### src/sv/ptt_pkg.sv
`default_nettype none

package ptt_pkg;

    localparam int NUM_TIMERS_DEF = 8;
    localparam int MAX_RESULTS    = 8;
    localparam int REQ_W          = 3;
    localparam int ID_W           = 8;
    localparam int PERIOD_W       = 15;
    localparam int KIND_W         = 3;
    localparam int SLOT_W         = 3;
    localparam int FCNT_W         = $clog2(MAX_RESULTS + 1);

    typedef enum logic [REQ_W-1:0] {
        REQ_TICK    = 3'd0,
        REQ_SET     = 3'd1,
        REQ_KILL    = 3'd2,
        REQ_TIMEOUT = 3'd3,
        REQ_QUERY   = 3'd4
    } t_req;

    // Result kinds share their codes with the request that causes them.
    localparam logic [KIND_W-1:0] KIND_FIRE = 3'd0;

    typedef enum logic [1:0] {
        ST_IDLE,
        ST_WALK,
        ST_FLUSH
    } t_state;

    typedef enum logic [2:0] {
        EMIT_NONE,
        EMIT_ANSWER,
        EMIT_MISS,
        EMIT_FIRE,
        EMIT_FLUSH
    } t_emit;

    typedef struct packed {
        logic [ID_W-1:0]     ident;
        logic [PERIOD_W-1:0] period;
        logic [PERIOD_W-1:0] count;
        logic                notify;
    } t_entry;

    typedef struct packed {
        logic  load;
        logic  step;
        t_emit emit;
    } t_cmd;

    typedef struct packed {
        logic in_known;
        logic is_tick;
        logic hit;
        logic fire_new;
        logic held_valid;
        logic out_free;
    } t_status;

endpackage

`default_nettype wire

### src/sv/ptt_ctrl.sv
`default_nettype none

module ptt_ctrl #(
    parameter int NUM_TIMERS = ptt_pkg::NUM_TIMERS_DEF,
    parameter int IDX_W      = (NUM_TIMERS > 1) ? $clog2(NUM_TIMERS) : 1
) (
    input  wire                  i_clk,
    input  wire                  i_rst_n,
    input  wire                  i_in_valid,
    output logic                 o_in_stall,
    input  ptt_pkg::t_status     i_status,
    output ptt_pkg::t_cmd        o_cmd,
    output logic [IDX_W-1:0]     o_idx,
    output logic [IDX_W-1:0]     o_rd_addr
);
    import ptt_pkg::*;

    t_state           r_state;
    t_state           n_state;
    logic [IDX_W-1:0] r_idx;
    logic [IDX_W-1:0] n_idx;
    logic             last_idx;

    always_ff @(posedge i_clk) begin
        if (!i_rst_n) begin
            r_state <= ST_IDLE;
            r_idx   <= '0;
        end else begin
            r_state <= n_state;
            r_idx   <= n_idx;
        end
    end

    always_comb begin
        n_state    = r_state;
        n_idx      = r_idx;
        o_cmd.load = 1'b0;
        o_cmd.step = 1'b0;
        o_cmd.emit = EMIT_NONE;
        o_in_stall = 1'b1;
        last_idx   = (r_idx == IDX_W'(NUM_TIMERS - 1));
        case (r_state)
            ST_IDLE: begin
                o_in_stall = 1'b0;
                if (i_in_valid) begin
                    o_cmd.load = 1'b1;
                    n_idx      = '0;
                    if (i_status.in_known) begin
                        n_state = ST_WALK;
                    end
                end
            end
            ST_WALK: begin
                if (i_status.out_free) begin
                    o_cmd.step = 1'b1;
                    if (i_status.is_tick) begin
                        if (i_status.fire_new && i_status.held_valid) begin
                            o_cmd.emit = EMIT_FIRE;
                        end
                        if (last_idx) begin
                            n_idx   = '0;
                            n_state = (i_status.held_valid || i_status.fire_new) ?
                                      ST_FLUSH : ST_IDLE;
                        end else begin
                            n_idx = r_idx + 1'b1;
                        end
                    end else if (i_status.hit) begin
                        o_cmd.emit = EMIT_ANSWER;
                        n_idx      = '0;
                        n_state    = ST_IDLE;
                    end else if (last_idx) begin
                        o_cmd.emit = EMIT_MISS;
                        n_idx      = '0;
                        n_state    = ST_IDLE;
                    end else begin
                        n_idx = r_idx + 1'b1;
                    end
                end
            end
            ST_FLUSH: begin
                if (i_status.out_free) begin
                    o_cmd.emit = EMIT_FLUSH;
                    n_state    = ST_IDLE;
                end
            end
            default: begin
                n_state = ST_IDLE;
            end
        endcase
    end

    assign o_idx     = r_idx;
    assign o_rd_addr = n_idx;

    // The closing fire event is only ever sent from a held one.
    a_flush_has_held: assert property (@(posedge i_clk) disable iff (!i_rst_n)
        (r_state == ST_FLUSH) |-> i_status.held_valid)
        else $error("flush state without a held fire event");

endmodule

`default_nettype wire

### src/sv/ptt_datapath.sv
`default_nettype none

module ptt_datapath #(
    parameter int NUM_TIMERS = ptt_pkg::NUM_TIMERS_DEF,
    parameter int IDX_W      = (NUM_TIMERS > 1) ? $clog2(NUM_TIMERS) : 1
) (
    input  wire                              i_clk,
    input  wire                              i_rst_n,
    input  wire  [ptt_pkg::REQ_W-1:0]        i_req_type,
    input  wire  [ptt_pkg::ID_W-1:0]         i_entry_id,
    input  wire  [ptt_pkg::PERIOD_W-1:0]     i_period,
    input  wire                              i_restart_only,
    input  wire                              i_notify_enable,
    input  wire                              i_out_stall,
    input  ptt_pkg::t_cmd                    i_cmd,
    input  wire  [IDX_W-1:0]                 i_idx,
    input  wire  [IDX_W-1:0]                 i_rd_addr,
    output ptt_pkg::t_status                 o_status,
    output logic                             o_out_valid,
    output logic [ptt_pkg::KIND_W-1:0]       o_resp_kind,
    output logic [ptt_pkg::SLOT_W-1:0]       o_slot,
    output logic [ptt_pkg::ID_W-1:0]         o_fired_id,
    output logic                             o_ok,
    output logic                             o_count_nonzero,
    output logic                             o_last
);
    import ptt_pkg::*;

    // Request held for the length of the walk.
    t_req                r_req;
    logic [ID_W-1:0]     r_id;
    logic [PERIOD_W-1:0] r_period;
    logic                r_restart;
    logic                r_notify;

    // Table: valid bits in flops, entry contents in a memory.
    logic [NUM_TIMERS-1:0] r_valid;
    t_entry                r_mem [NUM_TIMERS];
    t_entry                r_rd;

    // Fire event held back until it is known whether it is the last one.
    logic              r_held_valid;
    logic [SLOT_W-1:0] r_held_slot;
    logic [ID_W-1:0]   r_held_id;
    logic [FCNT_W-1:0] r_fire_cnt;

    logic              r_out_valid;
    logic [KIND_W-1:0] r_kind;
    logic [SLOT_W-1:0] r_slot;
    logic [ID_W-1:0]   r_out_id;
    logic              r_ok;
    logic              r_nz;
    logic              r_last;
    logic [KIND_W-1:0] n_kind;
    logic [SLOT_W-1:0] n_slot;
    logic [ID_W-1:0]   n_out_id;
    logic              n_ok;
    logic              n_nz;
    logic              n_last;

    logic                    cur_valid;
    logic                    cnt_nz;
    logic                    is_tick;
    logic                    hit;
    logic                    fire_new;
    logic                    in_known;
    logic [IDX_W+SLOT_W-1:0] slot_ext;
    logic [SLOT_W-1:0]       cur_slot;
    logic                    wr_en;
    t_entry                  wr_data;

    always_comb begin
        cur_valid = r_valid[i_idx];
        cnt_nz    = (r_rd.count != '0);
        is_tick   = (r_req == REQ_TICK);
        slot_ext  = {{SLOT_W{1'b0}}, i_idx};
        cur_slot  = slot_ext[SLOT_W-1:0];
        case (r_req)
            REQ_SET:                         hit = !cur_valid && (r_id != '0);
            REQ_KILL, REQ_TIMEOUT, REQ_QUERY: hit = cur_valid && (r_rd.ident == r_id);
            default:                         hit = 1'b0;
        endcase
        fire_new = is_tick && cur_valid && !cnt_nz && r_rd.notify &&
                   (r_fire_cnt < FCNT_W'(MAX_RESULTS));
        case (t_req'(i_req_type))
            REQ_TICK, REQ_SET, REQ_KILL, REQ_TIMEOUT, REQ_QUERY: in_known = 1'b1;
            default:                                             in_known = 1'b0;
        endcase
    end

    always_comb begin
        wr_en   = 1'b0;
        wr_data = r_rd;
        if (i_cmd.step) begin
            case (r_req)
                REQ_TICK: begin
                    if (cur_valid && cnt_nz) begin
                        wr_data.count = r_rd.count - 1'b1;
                        wr_en         = 1'b1;
                    end else if (cur_valid && r_rd.notify) begin
                        wr_data.count = r_rd.period;
                        wr_en         = 1'b1;
                    end
                end
                REQ_SET: begin
                    if (hit) begin
                        wr_data.ident  = r_id;
                        wr_data.period = r_period;
                        wr_data.count  = r_period;
                        wr_data.notify = r_notify;
                        wr_en          = 1'b1;
                    end
                end
                REQ_TIMEOUT: begin
                    if (hit) begin
                        if (r_restart) begin
                            wr_data.count = r_rd.period;
                        end else begin
                            wr_data.count  = r_period;
                            wr_data.period = r_period;
                        end
                        wr_en = 1'b1;
                    end
                end
                default: begin
                    wr_en = 1'b0;
                end
            endcase
        end
    end

    always_comb begin
        n_kind   = r_kind;
        n_slot   = r_slot;
        n_out_id = r_out_id;
        n_ok     = r_ok;
        n_nz     = r_nz;
        n_last   = r_last;
        case (i_cmd.emit)
            EMIT_ANSWER: begin
                n_kind   = KIND_W'(r_req);
                n_slot   = cur_slot;
                n_out_id = r_id;
                n_ok     = 1'b1;
                n_nz     = (r_req == REQ_QUERY) && cnt_nz;
                n_last   = 1'b1;
            end
            EMIT_MISS: begin
                n_kind   = KIND_W'(r_req);
                n_slot   = '0;
                n_out_id = r_id;
                n_ok     = 1'b0;
                n_nz     = 1'b0;
                n_last   = 1'b1;
            end
            EMIT_FIRE, EMIT_FLUSH: begin
                n_kind   = KIND_FIRE;
                n_slot   = r_held_slot;
                n_out_id = r_held_id;
                n_ok     = 1'b1;
                n_nz     = 1'b0;
                n_last   = (i_cmd.emit == EMIT_FLUSH);
            end
            default: begin
                n_last = r_last;
            end
        endcase
    end

    always_ff @(posedge i_clk) begin
        if (wr_en) begin
            r_mem[i_idx] <= wr_data;
        end
        r_rd <= r_mem[i_rd_addr];
    end

    always_ff @(posedge i_clk) begin
        if (i_cmd.load) begin
            r_req     <= t_req'(i_req_type);
            r_id      <= i_entry_id;
            r_period  <= i_period;
            r_restart <= i_restart_only;
            r_notify  <= i_notify_enable;
        end
        if (i_cmd.emit != EMIT_NONE) begin
            r_kind   <= n_kind;
            r_slot   <= n_slot;
            r_out_id <= n_out_id;
            r_ok     <= n_ok;
            r_nz     <= n_nz;
            r_last   <= n_last;
        end
        if (i_cmd.step && fire_new) begin
            r_held_slot <= cur_slot;
            r_held_id   <= r_rd.ident;
        end
    end

    always_ff @(posedge i_clk) begin
        if (!i_rst_n) begin
            r_valid      <= '0;
            r_held_valid <= 1'b0;
            r_fire_cnt   <= '0;
            r_out_valid  <= 1'b0;
        end else begin
            if (i_cmd.step && hit && (r_req == REQ_SET)) begin
                r_valid[i_idx] <= 1'b1;
            end else if (i_cmd.step && hit && (r_req == REQ_KILL)) begin
                r_valid[i_idx] <= 1'b0;
            end
            if (i_cmd.load) begin
                r_held_valid <= 1'b0;
                r_fire_cnt   <= '0;
            end else if (i_cmd.step && fire_new) begin
                r_held_valid <= 1'b1;
                r_fire_cnt   <= r_fire_cnt + 1'b1;
            end else if (i_cmd.emit == EMIT_FLUSH) begin
                r_held_valid <= 1'b0;
            end
            if (i_cmd.emit != EMIT_NONE) begin
                r_out_valid <= 1'b1;
            end else if (!i_out_stall) begin
                r_out_valid <= 1'b0;
            end
        end
    end

    always_comb begin
        o_status.in_known   = in_known;
        o_status.is_tick    = is_tick;
        o_status.hit        = hit;
        o_status.fire_new   = fire_new;
        o_status.held_valid = r_held_valid;
        o_status.out_free   = !r_out_valid || !i_out_stall;
    end

    assign o_out_valid     = r_out_valid;
    assign o_resp_kind     = r_kind;
    assign o_slot          = r_slot;
    assign o_fired_id      = r_out_id;
    assign o_ok            = r_ok;
    assign o_count_nonzero = r_nz;
    assign o_last          = r_last;

    a_fire_cap: assert property (@(posedge i_clk) disable iff (!i_rst_n)
        r_fire_cnt <= FCNT_W'(MAX_RESULTS))
        else $error("fire event count above the result limit");

    a_no_overwrite: assert property (@(posedge i_clk) disable iff (!i_rst_n)
        (r_out_valid && i_out_stall) |-> (i_cmd.emit == EMIT_NONE))
        else $error("stalled result overwritten");

    a_held_counted: assert property (@(posedge i_clk) disable iff (!i_rst_n)
        r_held_valid |-> (r_fire_cnt != '0))
        else $error("held fire event not counted");

endmodule

`default_nettype wire

### src/sv/periodic_timer_table.sv
// Periodic timer table with NUM_TIMERS slots.
// Input channel: i_in_valid / o_in_stall carry one request beat (tick, set,
// kill, timeout or query). A beat is taken when i_in_valid is high and
// o_in_stall is low; the block takes one request at a time.
// Output channel: o_out_valid / i_out_stall carry result beats from an output
// register. Set, kill, timeout and query give exactly one beat each; a tick
// gives one beat per firing entry (at most eight), and o_last marks the final
// beat of a request. Unknown request codes are taken and give no beat.
// Sequencing: the request is taken, then a sequencer walks the table one slot
// per cycle while the output is free, since the entries sit in a memory with
// a registered read port. A lookup ends at the matching slot; a tick always
// walks all slots and sends its final fire event from a flush state after
// the walk when any entry fires.
// Reset (synchronous, active low) clears the valid bits, so the table starts
// empty, and it empties the output register; entry contents need no clearing.
// When the receiver stalls, the waiting beat holds and the walk pauses at the
// current slot until that beat is taken.
`default_nettype none

module periodic_timer_table #(
    parameter int NUM_TIMERS = ptt_pkg::NUM_TIMERS_DEF,
    parameter int IDX_W      = (NUM_TIMERS > 1) ? $clog2(NUM_TIMERS) : 1
) (
    input  wire                          i_clk,
    input  wire                          i_rst_n,
    input  wire                          i_in_valid,
    output logic                         o_in_stall,
    input  wire  [ptt_pkg::REQ_W-1:0]    i_req_type,
    input  wire  [ptt_pkg::ID_W-1:0]     i_entry_id,
    input  wire  [ptt_pkg::PERIOD_W-1:0] i_period,
    input  wire                          i_restart_only,
    input  wire                          i_notify_enable,
    output logic                         o_out_valid,
    input  wire                          i_out_stall,
    output logic [ptt_pkg::KIND_W-1:0]   o_resp_kind,
    output logic [ptt_pkg::SLOT_W-1:0]   o_slot,
    output logic [ptt_pkg::ID_W-1:0]     o_fired_id,
    output logic                         o_ok,
    output logic                         o_count_nonzero,
    output logic                         o_last
);
    import ptt_pkg::*;

    t_cmd             cmd;
    t_status          status;
    logic [IDX_W-1:0] idx;
    logic [IDX_W-1:0] rd_addr;

    // The controller sequences the walk over the slots; the datapath holds
    // the table, evaluates the current slot and owns the output register.
    ptt_ctrl #(
        .NUM_TIMERS (NUM_TIMERS),
        .IDX_W      (IDX_W)
    ) u_ctrl (
        .i_clk      (i_clk),
        .i_rst_n    (i_rst_n),
        .i_in_valid (i_in_valid),
        .o_in_stall (o_in_stall),
        .i_status   (status),
        .o_cmd      (cmd),
        .o_idx      (idx),
        .o_rd_addr  (rd_addr)
    );

    ptt_datapath #(
        .NUM_TIMERS (NUM_TIMERS),
        .IDX_W      (IDX_W)
    ) u_datapath (
        .i_clk           (i_clk),
        .i_rst_n         (i_rst_n),
        .i_req_type      (i_req_type),
        .i_entry_id      (i_entry_id),
        .i_period        (i_period),
        .i_restart_only  (i_restart_only),
        .i_notify_enable (i_notify_enable),
        .i_out_stall     (i_out_stall),
        .i_cmd           (cmd),
        .i_idx           (idx),
        .i_rd_addr       (rd_addr),
        .o_status        (status),
        .o_out_valid     (o_out_valid),
        .o_resp_kind     (o_resp_kind),
        .o_slot          (o_slot),
        .o_fired_id      (o_fired_id),
        .o_ok            (o_ok),
        .o_count_nonzero (o_count_nonzero),
        .o_last          (o_last)
    );

endmodule

`default_nettype wire

### config.mk
export PLATFORM = sky130hd
export DESIGN_NAME = periodic_timer_table
export DESIGN_NICKNAME = d
export VERILOG_FILES = /design/src/sv/ptt_pkg.sv /design/src/sv/ptt_ctrl.sv /design/src/sv/ptt_datapath.sv /design/src/sv/periodic_timer_table.sv
export SDC_FILE = /design/constraint.sdc
export NUM_CORES = 1
export LEC_CHECK = 0
export ABC_AREA = 1
export BUFFER_PORTS_ARGS = -buffer_cell sky130_fd_sc_hd__buf_2
export CORE_UTILIZATION = 40
export CTS_CLUSTER_DIAMETER = 60
export DETAILED_ROUTE_END_ITERATION = 8
export GPL_TIMING_DRIVEN = 0
export SLEW_MARGIN = 20
export SYNTH_ARGS = -nofsm -noshare
export SYNTH_HDL_FRONTEND = slang
export SYNTH_SLANG_ARGS = --single-unit
### constraint.sdc
create_clock -name i_clk -period 11 [get_ports i_clk]
set_input_delay 0 -clock i_clk [delete_from_list [all_inputs] [get_ports i_clk]]
set_output_delay 0 -clock i_clk [all_outputs]
set_load 0.01 [all_outputs]
==> flow_metrics.env, run 1 <==
export IMPL_layout_skew_ns=0.0202
export IMPL_portBuffers=50
export IMPL_sequential_share_of_the_synthesized_area_pct=65.8
export IMPL_yosys_area_top_type="sky130_fd_sc_hd__edfxtp_1"
export IMPL_path_class_of_the_lowest_slack_min_delay_path="in -> reg"
export IMPL_finalWeightedCongestion=0.928
export IMPL_drt_first_pass_iters=5
export IMPL_synth_edf_count=368
export IMPL_power_per_cell_area_nw_per_um2=259
export IMPL_synth_ff_latch_count=426
export IMPL_crit_path_cell_trace="inv_1, ha_1, inv_2, nor2_4, inv_1, nor2_1, nand2_1, inv_1, a21oi_2, nor2_4, buf_16, buf_16"
export IMPL_met3WireLength_mm=4.13
export IMPL_cp_common_cell="sky130_fd_sc_hd__inv_1"
export IMPL_route_vias_total=14100
export IMPL_design_core_area_um2=45600
export IMPL_clock_root_buffer="sky130_fd_sc_hd__clkbuf_16"
export IMPL_synth_most_common_cell="sky130_fd_sc_hd__nand3_1"
export IMPL_synth_top_cell_area_share_pct=59.6
export IMPL_ir_worst_vdd_uv=130
export IMPL_synth_main_ff_cell="sky130_fd_sc_hd__edfxtp_1"
export IMPL_setup_worst_path_start_class="flip-flop"
export IMPL_tritoncts="built"
export IMPL_postRouteAntennaNets=0
export IMPL_antenna_cells_inserted=0
export IMPL_max_stage_delay_ns=0.61
export IMPL_clkTransAtPathRegs_ns=0.06
export IMPL_rows=78
export IMPL_p_leak_nw=8.18
export IMPL_post_route_period_util_pct=32.5
export IMPL_cts_buffers=47
export IMPL_hpwlAfterDp_mm=36.8
export IMPL_detail_route_wirelength_met1_mm=22.1
export IMPL_io_pin_count=51
export IMPL_start_util_pct=40.7
export IMPL_post_layout_total_power_w=0.00568
export IMPL_slew_violations=0
export IMPL_fin_crit_ns=3.58
export IMPL_timing_setup_tns_ns=0
export IMPL_finish_net_count=1991
export IMPL_synthToLayoutAreaGrowth_pct=18.0
export IMPL_cts_sink_count=426
export IMPL_setup_violations_final=0
export IMPL_syn_instance_count=1805
export IMPL_final_hold_vios=0
export IMPL_post_detailed_route_via_to_cell_ratio=5.43
export IMPL_critPathKind="reg -> reg"
export IMPL_antenna_violations_before_repair=0
export IMPL_floorplan_die_height_um=217
export IMPL_die_x_um=217
export IMPL_detail_route_drc_violations=0
export IMPL_wire_length_on_met2_mm=26.3
export IMPL_max_freq_mhz=280
export IMPL_fp_dieArea_um2=47200
export IMPL_globalRouteOverflowTotal=0
export IMPL_detailedRoute_firstIterationViolations=1617
export IMPL_timing_critical_path_slowest_stage_cell="sky130_fd_sc_hd__nor2_4"
export IMPL_worst_hold_slack_ns=0.113
export IMPL_synthesis_area_um2=18500
export IMPL_timing_critical_path_max_delay_family="simple AND/OR/NAND/NOR gates"
export IMPL_yosysUniqueCellTypes=31
export IMPL_ys_warn_count=0
export IMPL_grt_max_degree=30
export IMPL_timing_worst_slew_pin_value_ns=1.01
export IMPL_first_global_vias=13600
export IMPL_ctsLongestPathBuffers=3
export IMPL_critPathRequiredTime_ns=11.29
export IMPL_average_wire_per_standard_cell_um=21.1
export IMPL_post_route_cells_drive_above_1_share_pct=12.8
export IMPL_critical_path_endpoint_type="flip-flop"
export IMPL_routed_wirelength_mm=54.7
export IMPL_max_slew_margin_vs_limit_pct=32.5
export IMPL_critPathBufInv=6
export IMPL_most_frequent_cells_after_synthesis="sky130_fd_sc_hd__nand3_1 (447), sky130_fd_sc_hd__nand2_1 (409), sky130_fd_sc_hd__edfxtp_1 (368)"
export IMPL_grt_pass1_wl_mm=82.8
export IMPL_setup_repair_after_global_routing_missed_its_margin="false"
export IMPL_max_cap_viol_count=0
export IMPL_synthesis_area_per_instance_um2=10.3
export IMPL_clock_network_latency_to_the_later_pin_of_the_worst_skew_pair_ns=0.60
export IMPL_maxUsedRoutingLayer="met4"
export IMPL_synth_fp_nets=1845
export IMPL_netlist_top_cells_area="sky130_fd_sc_hd__edfxtp_1 (60%), sky130_fd_sc_hd__nand3_1 (12%), sky130_fd_sc_hd__nand2_1 (8.3%), sky130_fd_sc_hd__dfxtp_1 (6.3%), sky130_fd_sc_hd__nor2_1 (2.4%)"
export IMPL_grt_use_total_pct=23.5
export IMPL_crit_fanout=17
export IMPL_worst_ep_arrival_time_ns=3.87
export IMPL_asyncSetResetFlopFracSynth_pct=0
export IMPL_outcome="complete, no violations"
export IMPL_cts_htree_levels=2
-- registers in the layout (all words and copies together) (netlist names), 4 cells and up, named ones only --
signal,cells
u_datapath.r_held_id,8
u_datapath.r_period,15
u_datapath.r_rd,39
u_datapath.r_mem,312
u_datapath.o_fired_id,8
u_datapath.r_fire_cnt,4
u_datapath.r_id,8
-- worst paths after layout --
kind | from | to | slack [ns] | cells after the start
max | u_ctrl.r_state[1] | u_datapath.r_mem[4][22] | 7.42 | 12
min | i_period[9] | u_datapath.r_period[9] | 0.11 | 2
max reg2reg | u_ctrl.r_state[1] | u_datapath.r_mem[4][22] | 7.42 | 12
min reg2reg | u_datapath.r_rd[33] | u_datapath.r_held_id[2] | 0.46 | 0
-- cell usage in the layout, fill, tap and decap left out, types with 9 or more instances in the layout --
master                          synthesis  final
sky130_fd_sc_hd__o21ai_0               59     58
sky130_fd_sc_hd__buf_2                 60    110
sky130_fd_sc_hd__inv_2                 10     11
sky130_fd_sc_hd__buf_12                 0      9
sky130_fd_sc_hd__nor2_1               120    111
sky130_fd_sc_hd__edfxtp_1             368    368
sky130_fd_sc_hd__a21oi_1               42     41
sky130_fd_sc_hd__nor2_4                 3     11
sky130_fd_sc_hd__buf_4                 11     11
sky130_fd_sc_hd__nand3_1              447    447
sky130_fd_sc_hd__nand2_1              409    409
sky130_fd_sc_hd__dfxtp_1               58     58
sky130_fd_sc_hd__clkbuf_1              26     33
sky130_fd_sc_hd__dlygate4sd3_1          0     32
sky130_fd_sc_hd__o211ai_1              12     12
sky130_fd_sc_hd__clkinv_1               1     11
sky130_fd_sc_hd__clkbuf_16              0     47
sky130_fd_sc_hd__inv_1                113    112
-- timing repair --
action | 4_1_cts | 5_1_grt
endpoints found under the setup margin | 0 | 0
hold endpoints to repair | 37 | 0
hold buffers | 32 | 0
buffers inserted | 0 | 0
resized for setup | 0 | 0
-- final cells by class --
cell class,instances,area [µm²]
Timing Repair Buffer,97,916
Clock inverter,32,382
Clock buffer,55,1220
Tap cell,600,751
Fill cell,4096,23700
Buffer,104,537
Sequential cell,426,12200
Inverter,124,465
Multi-Input combinational cell,1151,5400
-- metal layers --
metal	track usage, %	vias to the layer above
met5	0	-
met4	10.2	0
met2	39.0	608
met3	4.11	108
met1	30.1	6819
li1	-	6535
-- power by group --
group	switching (W)	internal (W)	total, W
registers	0.000154	0.00212	0.00227
clock network	0.000661	0.000982	0.00164
logic	0.00127	0.000490	0.00176
total	0.00208	0.00359	0.00568
-- worst register-to-register path, delay by kind of cell (launching register included) --
kind	cells	cell delay, ns
AOI/OAI and AO/OA	1	0.22
adders and majority gates	1	0.23
buffers and inverters	6	1.00
DFF	1	0.31
and+or+nand+nor	4	1.52
-- logic make-up (layout without fill, tap and decap cells) --
| logic type | after synthesis | in the layout | share of synthesized area (%) |
|---|---|---|---|
| DFF | 426 | 426 | 65.8 |
| xor gates and xnor gates | 13 | 13 | 0.614 |
| adders and majority gates | 8 | 8 | 0.540 |
| AOI/OAI and AO/OA | 119 | 119 | 3.39 |
| buffers and inverters | 228 | 412 | 5.40 |
| and+or+nand+nor | 1011 | 1011 | 24.2 |
-- per-stage QoR --
| stage | instances | worst slack [ns] | instance area [µm²] | utilization, % |
|---|---|---|---|---|
| finish | 2589 | 7.42 | 21900 | 48.0 |
| CTS | 2589 | 7.41 | 21900 | 48.0 |
| detailed placement | 2470 | 7.44 | 20000 | 43.8 |
| global route | 2589 | 7.16 | 21900 | 48.0 |
| floorplan | 1805 | 7.32 | 18500 | - |
| global placement | 2455 | 5.06 | 19500 | 42.9 |
(Power assumes the default switching activity.)
==> run 2, diff against run 1 <==
--- a/config.mk
+++ b/config.mk
@@ -5,7 +5,7 @@
 export SDC_FILE = /design/constraint.sdc
 export NUM_CORES = 1
 export LEC_CHECK = 0
-export ABC_AREA = 1
+export ABC_AREA = 0
 export BUFFER_PORTS_ARGS = -buffer_cell sky130_fd_sc_hd__buf_2
 export CORE_UTILIZATION = 40
 export CTS_CLUSTER_DIAMETER = 60
==> constraint.sdc (replaced) <==
create_clock -name i_clk -period 3.2 [get_ports i_clk]
set_input_delay 0 -clock i_clk [delete_from_list [all_inputs] [get_ports i_clk]]
set_output_delay 0 -clock i_clk [all_outputs]
set_load 0.01 [all_outputs]
==> run 2 against run 1 <==
Clock skew hardly changed. Via count is 26% lower. Cell count down 27%. Count of clock-buffer cells in the layout up 12. Clock power rose to 3.3 times the previous value. Non-clock buffer count decreased by 25. Sequential cell count unchanged. Sequential power grew to 3.0 times the previous value. Core utilization up 1.5 points. Area after synthesis decreased by 5.5%. Register-to-register slack worse by 7.4 ns. Highest routed layer unchanged.
==> flow_metrics.env, run 2 <==
export IMPL_rows=76
export IMPL_postLayoutCoreUtil_pct=49.5
export IMPL_die_x_um=211
export IMPL_clock_network_latency_to_the_later_pin_of_the_worst_skew_pair_ns=0.58
export IMPL_setup_repair_after_global_routing_missed_its_margin="true"
export IMPL_setup_violations_final=0
export IMPL_tritoncts="built"
export IMPL_design_core_area_um2=43200
export IMPL_detailedRoute_firstIterationViolations=867
export IMPL_outcome="complete, no violations"
export IMPL_fillers=3658
export IMPL_sequential_cell_area_in_the_final_layout_um2=12200
export IMPL_final_hold_vios=0
export IMPL_synthesis_area_per_instance_um2=16.1
export IMPL_crit_fanout=20
export IMPL_post_route_cells_drive_above_1_share_pct=24.6
export IMPL_synth_edf_count=368
export IMPL_route_vias_total=10400
export IMPL_cts_sink_count=426
export IMPL_grt_pass1_wl_mm=64.3
export IMPL_globalRouteOverflowTotal=0
export IMPL_synth_top_cell_area_share_pct=63.1
export IMPL_floorplan_die_height_um=211
export IMPL_top_register_by_number_of_flip_flops="u_datapath.r_mem"
export IMPL_grt_max_degree=21
export IMPL_multiInputGateArea_um2=5260
export IMPL_max_slew_margin_vs_limit_pct=41.5
export IMPL_finish_net_count=1298
export IMPL_clkTransAtPathRegs_ns=0.06
export IMPL_synth_main_ff_cell="sky130_fd_sc_hd__edfxtp_1"
export IMPL_synth_ff_latch_count=426
export IMPL_start_util_pct=40.6
export IMPL_post_detailed_route_via_to_cell_ratio=5.52
export IMPL_postRouteAntennaNets=0
export IMPL_yosysUniqueCellTypes=67
export IMPL_cts_buffers=47
export IMPL_netlist_top_cells_area="sky130_fd_sc_hd__edfxtp_1 (63%), sky130_fd_sc_hd__mux2i_1 (9.5%), sky130_fd_sc_hd__dfxtp_1 (6.6%), sky130_fd_sc_hd__a221oi_2 (3.3%), sky130_fd_sc_hd__a22o_1 (2.2%)"
export IMPL_post_route_period_util_pct=97.8
export IMPL_antenna_cells_inserted=0
export IMPL_synth_fp_nets=1129
export IMPL_post_layout_total_power_w=0.0140
export IMPL_slew_violations=0
export IMPL_pre_cts_slack_ns=-0.975
export IMPL_sequential_share_of_the_synthesized_area_pct=69.7
export IMPL_reg2reg_depth=9
export IMPL_synthesis_area_um2=17500
export IMPL_layout_skew_ns=0.0202
export IMPL_max_freq_mhz=320
export IMPL_worst_ep_arrival_time_ns=3.39
export IMPL_ctsLongestPathBuffers=3
export IMPL_timing_setup_tns_ns=0
export IMPL_yosys_area_top_type="sky130_fd_sc_hd__edfxtp_1"
export IMPL_reg_largest_list="u_datapath.r_mem x312, u_datapath.r_rd x39, u_datapath.r_period x15"
export IMPL_worst_slack_ns=0.0719
export IMPL_fp_dieArea_um2=44600
export IMPL_ys_warn_count=0
export IMPL_finalWeightedCongestion=0.950
export IMPL_path_class_of_the_lowest_slack_min_delay_path="in -> reg"
export IMPL_average_wire_per_standard_cell_um=23.1
export IMPL_most_frequent_cells_after_synthesis="sky130_fd_sc_hd__edfxtp_1 (368), sky130_fd_sc_hd__mux2i_1 (167), sky130_fd_sc_hd__dfxtp_1 (58)"
export IMPL_portBuffers=50
export IMPL_p_leak_nw=7.35
export IMPL_synth_most_common_cell="sky130_fd_sc_hd__edfxtp_1"
export IMPL_worst_setup_slack_for_register_to_register_paths_ns=0.07
export IMPL_detail_route_drc_violations=0
export IMPL_fin_crit_ns=3.13
export IMPL_mostFrequentLayoutCell="sky130_fd_sc_hd__edfxtp_1"
export IMPL_io_pin_count=51
export IMPL_synthToLayoutAreaGrowth_pct=21.9
export IMPL_worstHoldPathCells=2
export IMPL_largest_reg_flops=312
export IMPL_fin_cells=1882
export IMPL_cts_htree_levels=2
export IMPL_antenna_violations_before_repair=1
export IMPL_routed_wirelength_mm=43.5
export IMPL_grt_use_total_pct=19.8
export IMPL_critPathRequiredTime_ns=3.47
export IMPL_clock_root_buffer="sky130_fd_sc_hd__clkbuf_16"
export IMPL_critical_path_endpoint_type="flip-flop"
export IMPL_ir_worst_vdd_uv=419
export IMPL_final_cell_mix="sky130_fd_sc_hd__edfxtp_1 (368), sky130_fd_sc_hd__mux2i_1 (167), sky130_fd_sc_hd__buf_2 (63), sky130_fd_sc_hd__dfxtp_1 (57), sky130_fd_sc_hd__clkbuf_16 (48)"
export IMPL_timing_worst_slew_pin_value_ns=0.871
export IMPL_drt_first_pass_iters=7
export IMPL_setup_worst_path_start_class="flip-flop"
export IMPL_power_per_cell_area_nw_per_um2=656
export IMPL_syn_instance_count=1089
export IMPL_place_detailed_instances=1741
export IMPL_first_global_vias=10300
export IMPL_hpwlAfterDp_mm=28.2
export IMPL_asyncSetResetFlopFracSynth_pct=0
export IMPL_critPathKind="reg -> reg"
export IMPL_max_cap_viol_count=0
run 2: cell count changes after synthesis, sizes merged, moves of 45 or more:
cell   before  now
nand3     452   10
nand2     416   51
mux2i       0  168
inv       123    7
nor2      130   36
a22o        0   45
run 2: worst paths after layout:
path / start / end
max: u_ctrl.o_idx[0] / u_datapath.r_mem[0][10]
max reg2reg: u_ctrl.o_idx[0] / u_datapath.r_mem[0][10]
min reg2reg: u_datapath.r_rd[31] / u_datapath.r_held_id[0]
min: i_period[11] / u_datapath.r_period[11]
run 2: where the power goes:
group	internal [W]	switching (W)
clock	0.00318	0.00218
sequential	0.00651	0.000240
combinational	0.000748	0.00116
run 2: routing by layer:
metal	vias up	GRT usage, %	routed length [µm]
met5	-	0	0
met4	0	7.02	1260
met3	82	3.86	2770
met2	363	31.2	20100
met1	5244	27.2	19400
li1	4695	-	-
run 2: logic make-up (layout without fill, tap and decap cells):
| kind of cell | count (synthesis) | after routing | share of synthesized area [%] |
|---|---|---|---|
| AOI/OAI and AO/OA | 212 | 212 | 10.3 |
| DFF | 426 | 426 | 69.7 |
| adders and majority gates | 8 | 8 | 0.571 |
| and+or+nand+nor | 166 | 166 | 4.78 |
| buffers and inverters | 63 | 271 | 1.99 |
| xor gates and xnor gates | 11 | 11 | 0.550 |
| muxes | 203 | 203 | 12.1 |
run 2: final cells by class:
cell class / count / share of cell area (%)
clock buffers: 67 / 6.29
repair buffers: 125 / 5.74
inverters: 7 / 0.123
plain buffers: 51 / 1.64
multi-input cells: 600 / 24.6
flip-flops and latches: 426 / 57.2
well taps: 585 / 3.43
clock inverters: 21 / 0.990
run 2: critical path: stages, from the launching register on:
cell and delay [ns]:
sky130_fd_sc_hd__dfxtp_2 0.41, sky130_fd_sc_hd__mux4_2 0.57, sky130_fd_sc_hd__mux2i_4 0.26, sky130_fd_sc_hd__buf_6 0.22
sky130_fd_sc_hd__nand2_2 0.15, sky130_fd_sc_hd__a211oi_4 0.30, sky130_fd_sc_hd__buf_4 0.16, sky130_fd_sc_hd__a21oi_4 0.09
sky130_fd_sc_hd__nor2_4 0.38, sky130_fd_sc_hd__buf_12 0.24
run 2: what timing repair did:
action,4_1_cts,5_1_grt
resized for setup,54,27
setup endpoints to repair,704,310
pin swaps,14,2
endpoints found under the hold margin,45,0
hold buffers,31,0
buffers inserted,23,4
run 2: per-stage QoR:
| step | cell area [µm²] | hold slack (ns) |
|---|---|---|
| floorplan | 17600 | 0.0989 |
| detailed placement | 19000 | 0.178 |
| global route | 21400 | 0.105 |
| finish | 21400 | 0.120 |
| CTS | 21200 | 0.0825 |
| global placement | 18600 | 0.177 |
